File: src/sv/bmf_pkg.sv
`default_nettype none

package bmf_pkg;

    localparam int DEF_MAX_WIDTH  = 2048;
    localparam int DEF_MAX_HEIGHT = 2048;
    localparam int DEF_MAX_RADIUS = 12;

    localparam int CNT_W   = 24;   // item counter width
    localparam int CFG_W   = 12;   // width and height register width
    localparam int RAD_W   = 4;    // radius register width
    localparam int PIX_W   = 8;    // one color channel
    localparam int PADDR_W = 4;
    localparam int PDATA_W = 32;

    // Register indexes, taken from paddr[3:2].
    localparam logic [1:0] REG_WIDTH  = 2'd0;
    localparam logic [1:0] REG_HEIGHT = 2'd1;
    localparam logic [1:0] REG_RADIUS = 2'd2;

    localparam logic [CFG_W-1:0] RST_WIDTH  = 12'd640;
    localparam logic [CFG_W-1:0] RST_HEIGHT = 12'd480;
    localparam logic [RAD_W-1:0] RST_RADIUS = 4'd3;

    // Control from the sequencer to each channel lane.
    typedef struct packed {
        logic clear;
        logic acc;
        logic start;
    } bmf_lane_ctl_t;

endpackage

`default_nettype wire

File: src/sv/bmf_div.sv
`default_nettype none

// Restoring divider, one quotient bit per cycle; done pulses when the result is ready.
module bmf_div
    import bmf_pkg::*;
#(
    parameter int DW = 24,
    parameter int VW = 12
) (
    input  wire logic          aclk,
    input  wire logic          aresetn,
    input  wire logic          start,
    input  wire logic [DW-1:0] dividend,
    input  wire logic [VW-1:0] divisor,
    output logic               done,
    output logic      [DW-1:0] quot,
    output logic      [VW-1:0] rem
);

    localparam int CW = $clog2(DW + 1);

    logic [DW-1:0] quot_reg, quot_next;
    logic [VW-1:0] rem_reg, rem_next;
    logic [VW-1:0] dsr_reg, dsr_next;
    logic [CW-1:0] cnt_reg, cnt_next;
    logic          busy_reg, busy_next;
    logic          done_reg, done_next;
    logic [VW:0]   trial;
    logic [VW:0]   diff;
    logic          ge;

    assign trial = {rem_reg, quot_reg[DW-1]};
    assign ge    = trial >= {1'b0, dsr_reg};
    assign diff  = trial - {1'b0, dsr_reg};

    always_comb begin
        quot_next = quot_reg;
        rem_next  = rem_reg;
        dsr_next  = dsr_reg;
        cnt_next  = cnt_reg;
        busy_next = busy_reg;
        done_next = 1'b0;
        if (busy_reg) begin
            rem_next  = ge ? diff[VW-1:0] : trial[VW-1:0];
            quot_next = {quot_reg[DW-2:0], ge};
            cnt_next  = cnt_reg - CW'(1);
            if (cnt_reg == CW'(1)) begin
                busy_next = 1'b0;
                done_next = 1'b1;
            end
        end else if (start) begin
            quot_next = dividend;
            rem_next  = '0;
            dsr_next  = divisor;
            cnt_next  = CW'(DW);
            busy_next = 1'b1;
        end
    end

    always_ff @(posedge aclk) begin
        if (!aresetn) begin
            busy_reg <= 1'b0;
            done_reg <= 1'b0;
            cnt_reg  <= '0;
        end else begin
            busy_reg <= busy_next;
            done_reg <= done_next;
            cnt_reg  <= cnt_next;
        end
        quot_reg <= quot_next;
        rem_reg  <= rem_next;
        dsr_reg  <= dsr_next;
    end

    assign done = done_reg;
    assign quot = quot_reg;
    assign rem  = rem_reg;

endmodule

`default_nettype wire

File: config.mk
export PLATFORM = sky130hd
export DESIGN_NAME = bmf_div
export DESIGN_NICKNAME = d
export VERILOG_FILES = /design/src/sv/bmf_pkg.sv /design/src/sv/bmf_div.sv
export SDC_FILE = /design/constraint.sdc
export NUM_CORES = 1
export LEC_CHECK = 0
export BUFFER_PORTS_ARGS = -buffer_cell sky130_fd_sc_hd__buf_2
export CORE_ASPECT_RATIO = 1.5
export CORE_MARGIN = 2
export CORE_UTILIZATION = 43
export CTS_CLUSTER_DIAMETER = 50
export CTS_CLUSTER_SIZE = 28
export DETAILED_ROUTE_END_ITERATION = 10
export PLACE_DENSITY = 0.72
export SLEW_MARGIN = 0
export SYNTH_ARGS = -nofsm -noshare
export SYNTH_HDL_FRONTEND = slang
export SYNTH_SLANG_ARGS = --single-unit
export TNS_END_PERCENT = 10
File: constraint.sdc
create_clock -name aclk -period 4.8 [get_ports aclk]
set_input_delay 0 -clock aclk [delete_from_list [all_inputs] [get_ports aclk]]
set_output_delay 0 -clock aclk [all_outputs]
set_load 0.01 [all_outputs]
Word-level counts from Yosys, hierarchy flattened
Index checks and enable logic that the tools add are counted.
W data, S select, Z words.
{ "op_classes": {"mux": 11, "n_addsub": 2, "reduce_logical": 3, "n_eq_ne": 1, "order_cmp": 1, "bitwise": 1} }
{ "ops": {"columns": ["op", "n"], "rows": [
  ["$mux W24", 2],
  ["$mux W12", 3],
  ["$ge A13 B12 Y1", 1],
  ["$sub A12 B12 Y12", 1],
  ["$mux W5", 2],
  ["$eq A5 B1 Y1 const B", 1],
  ["$sub A5 B1 Y5 const B", 1],
  ["$mux W1", 4],
  ["$reduce_and A2 Y1", 2],
  ["$reduce_bool A2 Y1", 1],
  ["$not A1 Y1", 1]
]} }
{ "totals": {"ff_bits": 55} }

Logic depth before layout (Yosys ltp)
{ "depth": {"ltp_word": 3, "ltp_mapped": 10} }

Worst setup path after synthesis
Ideal clock, no wire load.
{ "synth_path": {"path_kind": "register -> register", "from": "register rem_reg[0] (netlist: rem[0])", "to": "register rem_reg[0] (netlist: rem[0]), data pin", "n_path_buf": 1, "t_required_ns": 4.544, "arrival_ns": 2.260, "period_less_slack_ns": 2.515, "stages_incl_launch_ff": 9, "setup_slack_ns": 2.285, "path_cell_list": "edfxtp_1 ha_1 nor2b_4 o31a_1 o2111a_2 o311ai_2 a21oi_4 buf_6 o211a_1"} }
{ "synth_via": {"elab_chain_len": 3} }
{ "synth_rtl": {"columns": ["element", "line", "rtl"], "rows": [
  ["start, declared", "bmf_div.sv:23", "logic [VW-1:0] rem_reg, rem_next;"],
  ["start signal, assigned", "bmf_div.sv:71", "rem_reg <= rem_next;"],
  ["$ge A13 B12 Y1", "bmf_div.sv:33", "assign ge = trial >= {1'b0, dsr_reg};"],
  ["$mux W12", "bmf_div.sv:44", "rem_next = ge ? diff[VW-1:0] : trial[VW-1:0];"],
  ["$mux W12", "bmf_div.sv:43", "if (busy_reg) begin"]
]} }
No other way between the ends.
A chain may end at the register's enable or synchronous reset.

Worst setup path after layout
{ "layout_path": {"from": "register rem_reg[5] (netlist: rem[5])", "to": "register rem_reg[11] (netlist: rem[11]), data pin"} }
{ "layout_via": {"elab_chain_len": 3, "word_cells_on_any_way": 4, "classes_between": "add/sub (1); order compare (1); mux (2)"} }
{ "layout_rtl": {"columns": ["element", "line"], "rows": [
  ["$sub A12 B12 Y12 or $ge A13 B12 Y1 (tied branches)", "bmf_div.sv:34, bmf_div.sv:33"],
  ["$mux W12 (*)", "bmf_div.sv:44"],
  ["$mux W12 (*)", "bmf_div.sv:43"]
]} }
Every way passes the cells marked *; elsewhere a longest branch is shown, timed or not.

==> metrics.txt <==
CP Launch Type=register; maximum vdd drop=0.290 mV; GR Overflow Total=0; RSZ-0062 raised after global routing=no; area grow syn2layout=31.5%; # rows=36; Final Cycle Share=55.0%; final antenna-violating net count=0; TritonCTS Sinks=55; Pleak=1.65 nW; # DRC=0; clock-pin slew on the worst setup and hold paths=0.10 ns; Hold Path Class=input port to register; CTS Buf Count=5; final slew viol count=0; setup TNS=0 ns; Rel. slew slack=53.3%; routed len/inst=15.0 um; final hold vios=0; Initial Utilization=44.3%; Antenna Diode Count=0; initial antenna violation count=0; CTS resizes=0; vias in the first global route=2286; Arrival @ worst endpoint=2.78 ns; via-per-instance ratio=5.07; Worst Tran Pin Value=0.699 ns; CP required=4.94 ns; Total GRT Usage=17.7%; Post-Synthesis Cells=225; Die X=70.7 um; CTS root buf=clkbuf_8; worst-path fanout max=16; CTS tree=built; HPWL after DPL=4080 um; P per Cell Area=331 nW/um2; max FFs per register=24; IO Pins=76; area of placed instances=3330 um2; Layout Cells excl Fill=417; Post-Syn Area per Cell=12.8 um2; Max Cap Viol=0; syn nets=279; synth warn=0; count of cell types in the netlist=42; design area=3770 um2; Final setup viols=0; Die ar.=7360 um2; largest net degree at the start of global routing=37; sequential element share of the synthesized area=55.1%; Setup CP Type=register to register; max frequency=379 MHz; clk buf depth=2; Final Wtd Congestion=0.822; DRT Wirelength=6270 um; Mapped Area=2870 um2; Placed Instances=373; DRT iter0 DRCs=115; IO buf count=75; first-pass GRT wire length=10300 um; Worst-Skew Late Latency=0.32 ns; Synth Register Bits=55; Post-CTS Hold Buffers=36; layout cells sized above 1=32.8%; die height=104 um; worst clock skew=0.00855 ns; htree depth=2; DRT Pass-1 Iters=4; nature of the critical path endpoint=register; DR vias=2115; min cycle time layout=2.64 ns; core area=6490 um2; # Post-CTS Setup Buffers=0; NumNets Final=394; outcome=completed
## path summary, 6_finish.rpt
| kind | from | endpoint | slack (ns) | depth (start not counted) |
|---|---|---|---|---|
| worst max-delay path | rem[5] | rem[11] | 2.16 | 8 |
| worst min-delay path | start | cnt_reg[1] | 0.02 | 3 |
| worst max register to register | rem[5] | rem[11] | 2.16 | 8 |
| worst min register to register | cnt_reg[4] | cnt_reg[4] | 0.58 | 1 |
## where the power goes
part / internal (mW) / switching [mW] / total [mW]
logic: 0.184 / 0.190 / 0.374
clock network: 0.100 / 0.154 / 0.254
registers: 0.585 / 0.0354 / 0.621
## cell usage in the layout, fill, tap and decap left out, drive strengths merged, types with 8 or more instances in the layout
cell,n
mux2,23
nand2,12
nor2b,15
edfxtp,48
inv,18
ha,14
mux2i,9
dlygate4sd3,36
buf,78
o21ai,8
## layer usage
layer | global-route usage (%) | vias up | share of wire (%)
li1 | - | 1059 | -
met1 | 19.9 | 986 | 41
met2 | 31.4 | 64 | 52
met3 | 5.43 | 6 | 5.6
met4 | 5.80 | 0 | 1.3
met5 | 0 | - | 0
## cells by family after synthesis
logic type	synth area share, %
adder cells (fa/ha/maj)	6.80
flip-flops	55.1
XOR/XNOR	1.83
AO/OA/AOI/OAI	11.1
buffers and inverters	3.40
multiplexers	12.2
AND/OR/NAND/NOR	9.59
## final cells by class
class / count / area, um2
Clock inverter: 2 / 7.51
Tap cell: 76 / 95.1
Multi-Input combinational cell: 146 / 1190
Fill cell: 550 / 2710
Timing Repair Buffer: 114 / 758
Clock buffer: 6 / 72.6
Sequential cell: 55 / 1580
Inverter: 18 / 67.6
## cell usage after synthesis
cell       number  area, um2
edfxtp_1       48       1440
mux2_2         23        259
inv_1          18       67.6
ha_1           14        175
nor2b_1        14       87.6
nand2_1        12       45.0
mux2i_1         9       90.1
dfxtp_1         7        140
nor2_1          7       26.3
o21a_1          7       52.6
o21ai_0         7       35.0
nor3_1          6       30.0
a21oi_1         5       25.0
clkbuf_1        4       15.0
a21o_1          3       22.5
nand3_1         3       15.0
o211a_1         3       30.0
or3_1           3       18.8
xnor2_1         3       26.3
xor2_1          3       26.3
a2111oi_0       2       17.5
and2_1          2       12.5
and3_1          2       12.5
o221a_2         2       22.5
a2111oi_1       1       10.0
a211oi_1        1       7.51
a21boi_0        1       7.51
a21boi_1        1       7.51
a21oi_4         1       16.3
a31oi_1         1       6.26
buf_1           1       3.75
buf_6           1       11.3
fa_1            1       20.0
nor2b_4         1       13.8
nor3b_1         1       7.51
o2111a_2        1       12.5
o21ai_1         1       5.00
o21bai_1        1       7.51
o311ai_2        1       16.3
o31a_1          1       8.76
o32ai_1         1       8.76
or2_0           1       6.26
## critical path: stages (launching register included)
cell and delay [ns]:
edfxtp_1 0.42, ha_1 0.38, and3_1 0.27, nand2_1 0.09, nor3_1 0.24, o311ai_2 0.13, a21oi_4 0.50, nand2_1 0.13
o32ai_1 0.30
## stage by stage
step | setup WS (ns) | hold slack [ns] | power (mW) | utilization [%]
global route | 1.95 | 0.0219 | 1.32 | 58.2
finish | 2.16 | 0.0245 | 1.25 | 58.2
floorplan | 2.28 | 0.0989 | 0.879 | -
global placement | 2.23 | 0.177 | 0.974 | 51.4
CTS | 2.14 | 0.0129 | 1.26 | 58.2
detailed placement | 2.17 | 0.178 | 0.981 | 51.4
No activity file was read; power rests on OpenSTA's default activity.
