`config.mk`:
```
export PLATFORM = sky130hd
export DESIGN_NAME = bmf_lane
export DESIGN_NICKNAME = d
export VERILOG_FILES = /design/src/sv/bmf_pkg.sv /design/src/sv/bmf_div.sv /design/src/sv/bmf_lane.sv
export SDC_FILE = /design/constraint.sdc
export NUM_CORES = 1
export LEC_CHECK = 0
export BUFFER_PORTS_ARGS = -buffer_cell sky130_fd_sc_hd__buf_2
export CAP_MARGIN = 40
export CORE_MARGIN = 2
export CORE_UTILIZATION = 40
export DETAILED_ROUTE_END_ITERATION = 10
export PLACE_DENSITY = 0.56
export SYNTH_ARGS = -nofsm -noshare
export SYNTH_HDL_FRONTEND = slang
export SYNTH_SLANG_ARGS = --single-unit
```
`constraint.sdc`:
```
create_clock -name aclk -period 5.45 [get_ports aclk]
set_input_delay 0.545 -clock aclk [delete_from_list [all_inputs] [get_ports aclk]]
set_output_delay 0.545 -clock aclk [all_outputs]
set_load 0.05 [all_outputs]
```
`src/sv/bmf_pkg.sv`:
```
`default_nettype none

package bmf_pkg;

    localparam int DEF_MAX_WIDTH  = 2048;
    localparam int DEF_MAX_HEIGHT = 2048;
    localparam int DEF_MAX_RADIUS = 12;

    localparam int CNT_W   = 24;   // item counter width
    localparam int CFG_W   = 12;   // width and height register width
    localparam int RAD_W   = 4;    // radius register width
    localparam int PIX_W   = 8;    // one color channel
    localparam int PADDR_W = 4;
    localparam int PDATA_W = 32;

    // Register indexes, taken from paddr[3:2].
    localparam logic [1:0] REG_WIDTH  = 2'd0;
    localparam logic [1:0] REG_HEIGHT = 2'd1;
    localparam logic [1:0] REG_RADIUS = 2'd2;

    localparam logic [CFG_W-1:0] RST_WIDTH  = 12'd640;
    localparam logic [CFG_W-1:0] RST_HEIGHT = 12'd480;
    localparam logic [RAD_W-1:0] RST_RADIUS = 4'd3;

    // Control from the sequencer to each channel lane.
    typedef struct packed {
        logic clear;
        logic acc;
        logic start;
    } bmf_lane_ctl_t;

endpackage

`default_nettype wire

```
`src/sv/bmf_div.sv`:
```
`default_nettype none

// Restoring divider, one quotient bit per cycle; done pulses when the result is ready.
module bmf_div
    import bmf_pkg::*;
#(
    parameter int DW = 24,
    parameter int VW = 12
) (
    input  wire logic          aclk,
    input  wire logic          aresetn,
    input  wire logic          start,
    input  wire logic [DW-1:0] dividend,
    input  wire logic [VW-1:0] divisor,
    output logic               done,
    output logic      [DW-1:0] quot,
    output logic      [VW-1:0] rem
);

    localparam int CW = $clog2(DW + 1);

    logic [DW-1:0] quot_reg, quot_next;
    logic [VW-1:0] rem_reg, rem_next;
    logic [VW-1:0] dsr_reg, dsr_next;
    logic [CW-1:0] cnt_reg, cnt_next;
    logic          busy_reg, busy_next;
    logic          done_reg, done_next;
    logic [VW:0]   trial;
    logic [VW:0]   diff;
    logic          ge;

    assign trial = {rem_reg, quot_reg[DW-1]};
    assign ge    = trial >= {1'b0, dsr_reg};
    assign diff  = trial - {1'b0, dsr_reg};

    always_comb begin
        quot_next = quot_reg;
        rem_next  = rem_reg;
        dsr_next  = dsr_reg;
        cnt_next  = cnt_reg;
        busy_next = busy_reg;
        done_next = 1'b0;
        if (busy_reg) begin
            rem_next  = ge ? diff[VW-1:0] : trial[VW-1:0];
            quot_next = {quot_reg[DW-2:0], ge};
            cnt_next  = cnt_reg - CW'(1);
            if (cnt_reg == CW'(1)) begin
                busy_next = 1'b0;
                done_next = 1'b1;
            end
        end else if (start) begin
            quot_next = dividend;
            rem_next  = '0;
            dsr_next  = divisor;
            cnt_next  = CW'(DW);
            busy_next = 1'b1;
        end
    end

    always_ff @(posedge aclk) begin
        if (!aresetn) begin
            busy_reg <= 1'b0;
            done_reg <= 1'b0;
            cnt_reg  <= '0;
        end else begin
            busy_reg <= busy_next;
            done_reg <= done_next;
            cnt_reg  <= cnt_next;
        end
        quot_reg <= quot_next;
        rem_reg  <= rem_next;
        dsr_reg  <= dsr_next;
    end

    assign done = done_reg;
    assign quot = quot_reg;
    assign rem  = rem_reg;

endmodule

`default_nettype wire

```
`src/sv/bmf_lane.sv`:
```
`default_nettype none

// One color channel: accumulates the window and divides by its area.
module bmf_lane
    import bmf_pkg::*;
#(
    parameter int AREA_W = 10,
    parameter int SUM_W  = PIX_W + AREA_W
) (
    input  wire logic              aclk,
    input  wire logic              aresetn,
    input  wire bmf_lane_ctl_t     ctl,
    input  wire logic [PIX_W-1:0]  pix,
    input  wire logic [AREA_W-1:0] area,
    output logic                   done,
    output logic      [PIX_W-1:0]  mean
);

    logic [SUM_W-1:0]  sum_reg;
    logic [SUM_W-1:0]  quot;
    logic [AREA_W-1:0] rem;

    always_ff @(posedge aclk) begin
        if (ctl.clear) begin
            sum_reg <= '0;
        end else if (ctl.acc) begin
            sum_reg <= sum_reg + SUM_W'(pix);
        end
    end

    bmf_div #(
        .DW (SUM_W),
        .VW (AREA_W)
    ) u_div (
        .aclk     (aclk),
        .aresetn  (aresetn),
        .start    (ctl.start),
        .dividend (sum_reg),
        .divisor  (area),
        .done     (done),
        .quot     (quot),
        .rem      (rem)
    );

    // The mean never exceeds one channel's range; the remainder is not needed.
    assign mean = quot[PIX_W-1:0] | (rem[0] & 1'b0 ? '1 : '0);

endmodule

`default_nettype wire

```
# Yosys cells after proc, flatten, opt, wreduce, memory -nomap -nowiden
# Index checks and enable logic that the tools add are counted.
# Widths: inputs -> output; s select.
# totals
register_bits,63
inputBits,23
output_inout_bits,9
# classes
add_sub_neg,3
order_cmp,1
n_eq_ne,1
mux,11
n_bitwise,1
reduce_logical,3
# ops
op,n
$mux 18,2
$mux 10,3
$add 18x8->18,1
$ge 11x10->1,1
$mux 5,2
$sub 10x10->10,1
$eq 5x1->1 const B,1
$sub 5x1->5 const B,1
$mux 1,4
$reduce_and 2->1,2
$reduce_bool 2->1,1
$not 1->1,1

# Logic depth before layout (Yosys ltp)
# Gate-level depths: netlist of the first run.
# logic_depth
depth_word,3
depth_mapped,9

# Modules after synthesis
# Synthesis of the first run repeated with hierarchy kept, for this count alone.
# unflattened
hier_cells,338
area_unflattened_um2,3632.2
# modules_own_cells
mod,instances,cells_each,area_per_inst_um2
bmf_div,1,193,2421.1
bmf_lane,1,145,1211.2

# Worst setup path before layout of the first run
# OpenSTA, ideal clock, no wires.
# synth_timing
path_type,register to register
start,"register u_div.rem_reg[5], in the netlist u_div.rem[5]"
end,"register u_div.rem_reg[1], in the netlist u_div.rem[1] (data pin)"
setup_ps,256
t_arrival_ps,1881
t_required_ps,5194
slack_ps,3313
path_stages_with_launch,7
n_path_buf,1
path_cell_list,edfxtp_1 ha_1 a21o_1 o311a_4 o21a_4 buf_6 o211a_1
# synth_via
elab_chain_len,3
# synth_lines
element,line,text
from (decl),bmf_div.sv:23,"logic [VW-1:0] rem_reg, rem_next;"
from (signal assigned),bmf_div.sv:71,rem_reg <= rem_next;
$ge 11x10->1,bmf_div.sv:33,"assign ge = trial >= {1'b0, dsr_reg};"
$mux 10,bmf_div.sv:44,rem_next = ge ? diff[VW-1:0] : trial[VW-1:0];
$mux 10,bmf_div.sv:43,if (busy_reg) begin
# No other way between the ends.
# A chain may end at the register's enable or synchronous reset.

# Worst setup path in the final report of the first run
# layout_timing
start,"register u_div.rem_reg[5], in the netlist u_div.rem[5]"
end,"register u_div.rem_reg[4], in the netlist u_div.rem[4] (data pin)"
# Same word-level chain as after synthesis.

==> qor.yml, run 1 <==
power:
  irDropWorstVdd_uv: 132.5
  power_mw: 1.283
  power_density_nw_per_um2: 335.7
  p_leak_nw: 1.606
final_layout:
  multi_input_comb_area_um2: 1630
  syn_to_final_growth_pct: 10.81
  drive_above_1_share_pct: 19.37
  regArea_um2: 1642
  layout_commonest_cell: "edfxtp_1"
  diodes: 0
  final_nets: 391
  num-fill-cells: 787
  layout_common_cells: "edfxtp_1, buf_2, nor2_1"
global_route:
  grtUsageTotal_pct: 14.12
  top_usage_layer: "met2"
  grt_pass1_vias: 2290
  grt_pass1_wl_mm: 10.80
  antenna_found_initial: 0
  grt_max_degree: 42
  grtUsageMet3_pct: 3.035
  grt.overflow.total: 0
  use_met2_pct: 22.44
  use_met1_pct: 18.68
sta:
  finalSetupViolations: 0
  fmax_mhz: 451.6
  slew_violations: 0
  rsz0062_at_grt: "no"
  relSlewSlack_pct: 59.05
  fin_crit_ns: 2.214
  finClkSkew_ns: 0.008960
  worstMarginPinSlew_ns: 0.6105
  tns_ns: 0
  finalHoldViolCount: 0
  fin_crit_sh_pct: 40.63
clocking:
  cts_resized: 0
  htreeDepth: 3
  cts_tree: "yes"
  cts_setup_buffers: 0
  clk_latency_ns: 0.33
  clock_path_buffers: 2
  cts_hold_buf: 0
  clk_pin_slew_worst_paths_ns: 0.07
  root_buffer: "clkbuf_8"
  cts.sinks: 63
  cts_inserted_buffers: 9
logic_synthesis:
  synthFlopType: "edfxtp_1"
  syn_nets: 362
  synth-edff-count: 38
  ys_seq_area_share_pct: 47.59
  synth_warnings: 0
  synth_cell_type_count: 51
  syn-cell-area_um2: 3450
  async_flop_share_pct: 0
  syn_avg_cell_area_um2: 10.88
  syn_inst: 317
  ys_ff_latch: 63
setup_path:
  cpMaxStageDelayCell: "edfxtp_1"
  start_kind: "flop"
  critPathKind: "reg2reg"
  path_delay_family: "compound AO/OA/AOI/OAI gates"
  path_depth: 6
  critPathArrivalTime_ns: 2.29
  endpoint_kind: "flop"
  crit_required_ns: 5.53
  crit_chain: "ha_1, a21o_1, o311a_4, o21a_4, mux2i_1, nor2b_1"
  path_max_fanout: 13
  cpPeakStageDelay_ns: 0.41
  worst-path-buf-inv: 0
  r2r_cells: 6
route:
  wl_per_cell_um: 13.55
  initialDrtViolationCount: 71
  ant_nets: 0
  firstDrtPassIters: 5
  via_per_inst: 5.116
  routed_wl_mm: 6.181
  routed-via-count: 2333
  drc_errors: 0
min_path:
  holdPathStages: 1
  hp-class: "in2reg"
run_status:
  status: "finished clean"
floorplanning:
  die_h_um: 96.87
  pin_count: 32
  die_w_um: 96.87
  core_area_um2: 8299
  start_util_pct: 41.56
  placementRows: 33
  dieArea_um2: 9383
flow_run:
  cap_violations: 0
placed_design:
  io_buffers: 31
  globalplace.congestion: 0.7776
  hpwl_mm: 4.368
through the flow:
step	setup WS [ns]	util (%)	hold slack [ns]	cells	instance area, µm²
after detailed placement	3.052	44.10	0.5002	440	3660
after floorplan	3.313	-	0.4605	317	3450
after CTS	3.245	46.06	0.3699	456	3822
final	3.236	46.06	0.3898	456	3822
after global placement	3.099	44.01	0.4815	439	3652
after global routing	3.026	46.06	0.3617	456	3822
kinds of logic after synthesis:
| kind of cell | count (synthesis) | synth area share, % |
|---|---|---|
| adder cells (fa/ha/maj) | 22 | 8.415 |
| AO/OA/AOI/OAI | 51 | 11.17 |
| multiplexers | 27 | 8.415 |
| flip-flops | 63 | 47.59 |
| AND/OR/NAND/NOR | 97 | 14.18 |
| buffers and inverters | 37 | 5.151 |
| XOR/XNOR | 20 | 5.078 |
where the power goes:
part	internal, mW	total, mW	switching, mW
logic	0.142	0.347	0.205
clock network	0.177	0.347	0.170
registers	0.563	0.589	0.0260
synth_stat cells, types with 2 or more instances:
cell	number	area share [%]
nor3b_1	4	0.87
nand2_1	18	2.0
a211oi_1	2	0.44
and3_1	5	0.91
mux2_2	16	5.2
o21ai_0	8	1.2
fa_1	2	1.2
nor4_1	2	0.36
nand2b_1	4	0.73
nor2_1	28	3.0
nand3_1	5	0.73
clkbuf_1	3	0.33
inv_1	21	2.3
dfxtp_1	25	15
mux2i_1	11	3.2
o211a_1	3	0.87
buf_1	3	0.33
nor3_1	10	1.5
o211ai_1	2	0.44
edfxtp_1	38	33
o21a_1	5	1.1
a2111oi_0	2	0.51
xor2_1	10	2.5
ha_1	20	7.3
a21o_1	3	0.65
o22ai_1	2	0.36
nand4_1	5	0.91
xnor2_1	10	2.5
a21oi_1	11	1.6
buf_4	8	1.7
nor2b_1	11	2.0
per-layer routing:
metal / wire length [µm] / share of wire (%)
met1: 3050 / 49
met2: 2864 / 46
met3: 176 / 2.8
met4: 89 / 1.4
met5: 0 / 0
final cells by class:
cell class,instances,area share (%)
timing repair buffer,34,4.648
sequential,63,42.95
clock inverter,2,0.2619
clock buffer,14,3.993
multi-input combinational,217,42.65
tap,105,3.437
inverter,21,2.062
worst paths after layout:
| check | start | end | slack [ns] |
|---|---|---|---|
| setup / recovery | u_div.rem[5] | u_div.rem[4] | 3.24 |
| hold / removal | area[4] | u_div.dsr_reg[4] | 0.39 |
| setup reg to reg | u_div.rem[5] | u_div.rem[4] | 3.24 |
| hold reg to reg | sum_reg[1] | sum_reg[1] | 0.51 |
Power figures use the tool's default switching activity.
==> run 2, diff against run 1 <==
==> constraint.sdc (replaced) <==
create_clock -name aclk -period 2.3 [get_ports aclk]
set_input_delay 0.23 -clock aclk [delete_from_list [all_inputs] [get_ports aclk]]
set_output_delay 0.23 -clock aclk [all_outputs]
set_load 0.05 [all_outputs]
==> run 2 against run 1 <==
Compared with the run above:
- final area up 2.4%
- die area unchanged
- non-clock buffer count up 3
- sequential power up 140%
- core utilization up 1.1 points
- cell count up 0.66%
- highest routed layer unchanged
==> qor.yml, run 2 (same netlist as run 1, synthesis figures left out) <==
setup_path:
  cp-endpoint: "u_div.rem[1]"  # was u_div.rem[4]
  timing.rr.end: "u_div.rem[1]"  # was u_div.rem[4]
  path_max_fanout: 13  # unchanged
  critPathKind: "reg2reg"  # unchanged
  critPathArrivalTime_ns: 2.25  # was 2.29 ns
  ff2ff_setup_slack_ns: 0.15  # was 3.24 ns
  cp-startpoint: "u_div.rem[1]"  # was u_div.rem[5]
  r2r_cells: 6  # unchanged
  r2r-start: "u_div.rem[1]"  # was u_div.rem[5]
  crit_required_ns: 2.40  # was 5.53 ns
  start_kind: "flop"  # unchanged
  endpoint_kind: "flop"  # unchanged
route:
  routed.top_layer: "met4"  # unchanged
  wl_per_cell_um: 14.05  # was 13.55 µm
  firstDrtPassIters: 4  # was 5
  routed-via-count: 2349  # was 2333
  dr_wl_met2_mm: 3.093  # was 2.864 mm
  ant_nets: 0  # unchanged
  initialDrtViolationCount: 52  # was 71
  wl_met3_um: 143  # was 176 µm
  wl_met1_mm: 3.118  # was 3.050 mm
  routed_wl_mm: 6.449  # was 6.181 mm
  drc_errors: 0  # unchanged
  via_per_inst: 5.118  # was 5.116
final_layout:
  design_area_um2: 3915  # was 3822 µm²
  utilization_pct: 47.17  # was 46.06%
  finalNonFillerCells: 459  # was 456
  diodes: 0  # unchanged
  final_nets: 394  # was 391
  layout_commonest_cell: "edfxtp_1"  # unchanged
  drive_above_1_share_pct: 21.75  # was 19.37%
  num-fill-cells: 772  # was 787
  layout_common_cells: "edfxtp_1, buf_2, nor2_1"  # unchanged
  syn_to_final_growth_pct: 13.49  # was 10.81%
floorplanning:
  die_w_um: 96.87  # unchanged
  pin_count: 32  # unchanged
  start_util_pct: 41.56  # unchanged
  die_h_um: 96.87  # unchanged
  core_area_um2: 8299  # unchanged
  dieArea_um2: 9383  # unchanged
  placementRows: 33  # unchanged
min_path:
  hp-class: "in2reg"  # unchanged
clocking:
  cts_setup_buffers: 0  # unchanged
  clk_pin_slew_worst_paths_ns: 0.08  # was 0.07 ns
  htreeDepth: 3  # unchanged
  cts_inserted_buffers: 9  # unchanged
  root_buffer: "clkbuf_8"  # unchanged
  cts_hold_buf: 0  # unchanged
  clk_latency_ns: 0.34  # was 0.33 ns
  cts.sinks: 63  # unchanged
  clock_path_buffers: 2  # unchanged
  cts_tree: "yes"  # unchanged
sta:
  fin_crit_ns: 2.154  # was 2.214 ns
  rsz0062_at_grt: "no"  # unchanged
  finalHoldViolCount: 0  # unchanged
  finalSetupViolations: 0  # unchanged
  worstMarginPinSlew_ns: 0.4935  # was 0.6105 ns
  relSlewSlack_pct: 67.03  # was 59.05%
  slew_violations: 0  # unchanged
  tns_ns: 0  # unchanged
  fmax_mhz: 464.3  # was 451.6 MHz
  finClkSkew_ns: 0.009377  # was 0.008960 ns
  fin_crit_sh_pct: 93.64  # was 40.63%
power:
  irDropWorstVdd_uv: 395.6  # was 132.5 µV
  power_density_nw_per_um2: 846.8  # was 335.7 nW/µm²
  p_leak_nw: 1.651  # was 1.606 nW
  power_mw: 3.315  # was 1.283 mW
global_route:
  antenna_found_initial: 0  # unchanged
  grt_pass1_vias: 2298  # was 2290
  grt.overflow.total: 0  # unchanged
  grt_pass1_wl_mm: 10.63  # was 10.80 mm
  grt_max_degree: 31  # was 42
  grtUsageTotal_pct: 14.04  # was 14.12%
placed_design:
  globalplace.congestion: 0.8473  # was 0.7776
  placed_area_um2: 3682  # was 3660 µm²
  io_buffers: 31  # unchanged
  hpwl_mm: 4.463  # was 4.368 mm
  placedCellCount: 443  # was 440
run_status:
  status: "finished clean"  # unchanged
flow_run:
  cap_violations: 0  # unchanged
-- run 2: cell types whose count changed in the layout (fill, tap and decap cells not counted) --
cell / delta
clkbuf_8: +1
buf_4: +3
inv_4: +1
a2111oi_2: +1
fa_1: -1
a2111oi_1: -1
fa_2: +1
clkinvlp_4: +1
clkbuf_16: +1
bufinv_16: +1
clkinv_2: -1
clkbuf_1: -4
-- run 2: repair_timing --
action | in CTS | in global routing
setup endpoints to repair | 0 | 1
gates resized for setup | 0 | 2
endpoints found under the hold margin | 0 | 0
-- run 2: area by class of cell --
cell class,count,area [µm²],area share (%)
clock buffer,12,176.4,4.506
clock inverter,4,48.80,1.246
inverter,21,78.83,2.013
multi-input combinational,217,1638,41.83
sequential,63,1642,41.93
tap,105,131.4,3.356
timing repair buffer,37,200.2,5.113
-- run 2: how the worst min path moves through the flow --
stage	depth (start not counted)	start	slack, ns	endpoint
finish	1	area[6]	0.06	u_div.dsr_reg[6]
global route	1	area[6]	0.05	u_div.dsr_reg[6]
CTS	1	area[2]	0.05	u_div.dsr_reg[2]
detailed placement	1	area[2]	0.41	u_div.dsr_reg[2]
global placement	1	area[2]	0.41	u_div.dsr_reg[2]
floorplan	0	area[0]	0.33	u_div.dsr_reg[0]
-- run 2: layer usage --
metal  vias up  GRT usage [%]
li1       1199              -
met1      1117          17.17
met2        23          23.66
met3        10          2.746
met4         0          6.826
met5         -              0
-- run 2: worst max-delay path: stages, from the launching register on --
cell and delay (ns):
edfxtp_1 0.39, ha_1 0.39, o211ai_2 0.17, a21oi_2 0.06, o311a_4 0.37, o21a_4 0.30, o211a_1 0.23
-- run 2: report_power, final --
| part | switching, mW | total (mW) | internal, mW |
|---|---|---|---|
| Clock | 0.450 | 1.07 | 0.625 |
| Combinational | 0.488 | 0.837 | 0.349 |
| Sequential | 0.0698 | 1.40 | 1.33 |
-- run 2: per-stage QoR --
| stage | worst slack (ns) | hold WS [ns] |
|---|---|---|
| 2_1_floorplan | 0.1627 | 0.3289 |
| 5_1_grt | 0.004454 | 0.04665 |
| 4_1_cts | 0.1161 | 0.04549 |
| 6_report | 0.1462 | 0.05873 |
| 3_5_place_dp | 0.1383 | 0.4084 |
| 3_3_place_gp | 0.1375 | 0.4074 |
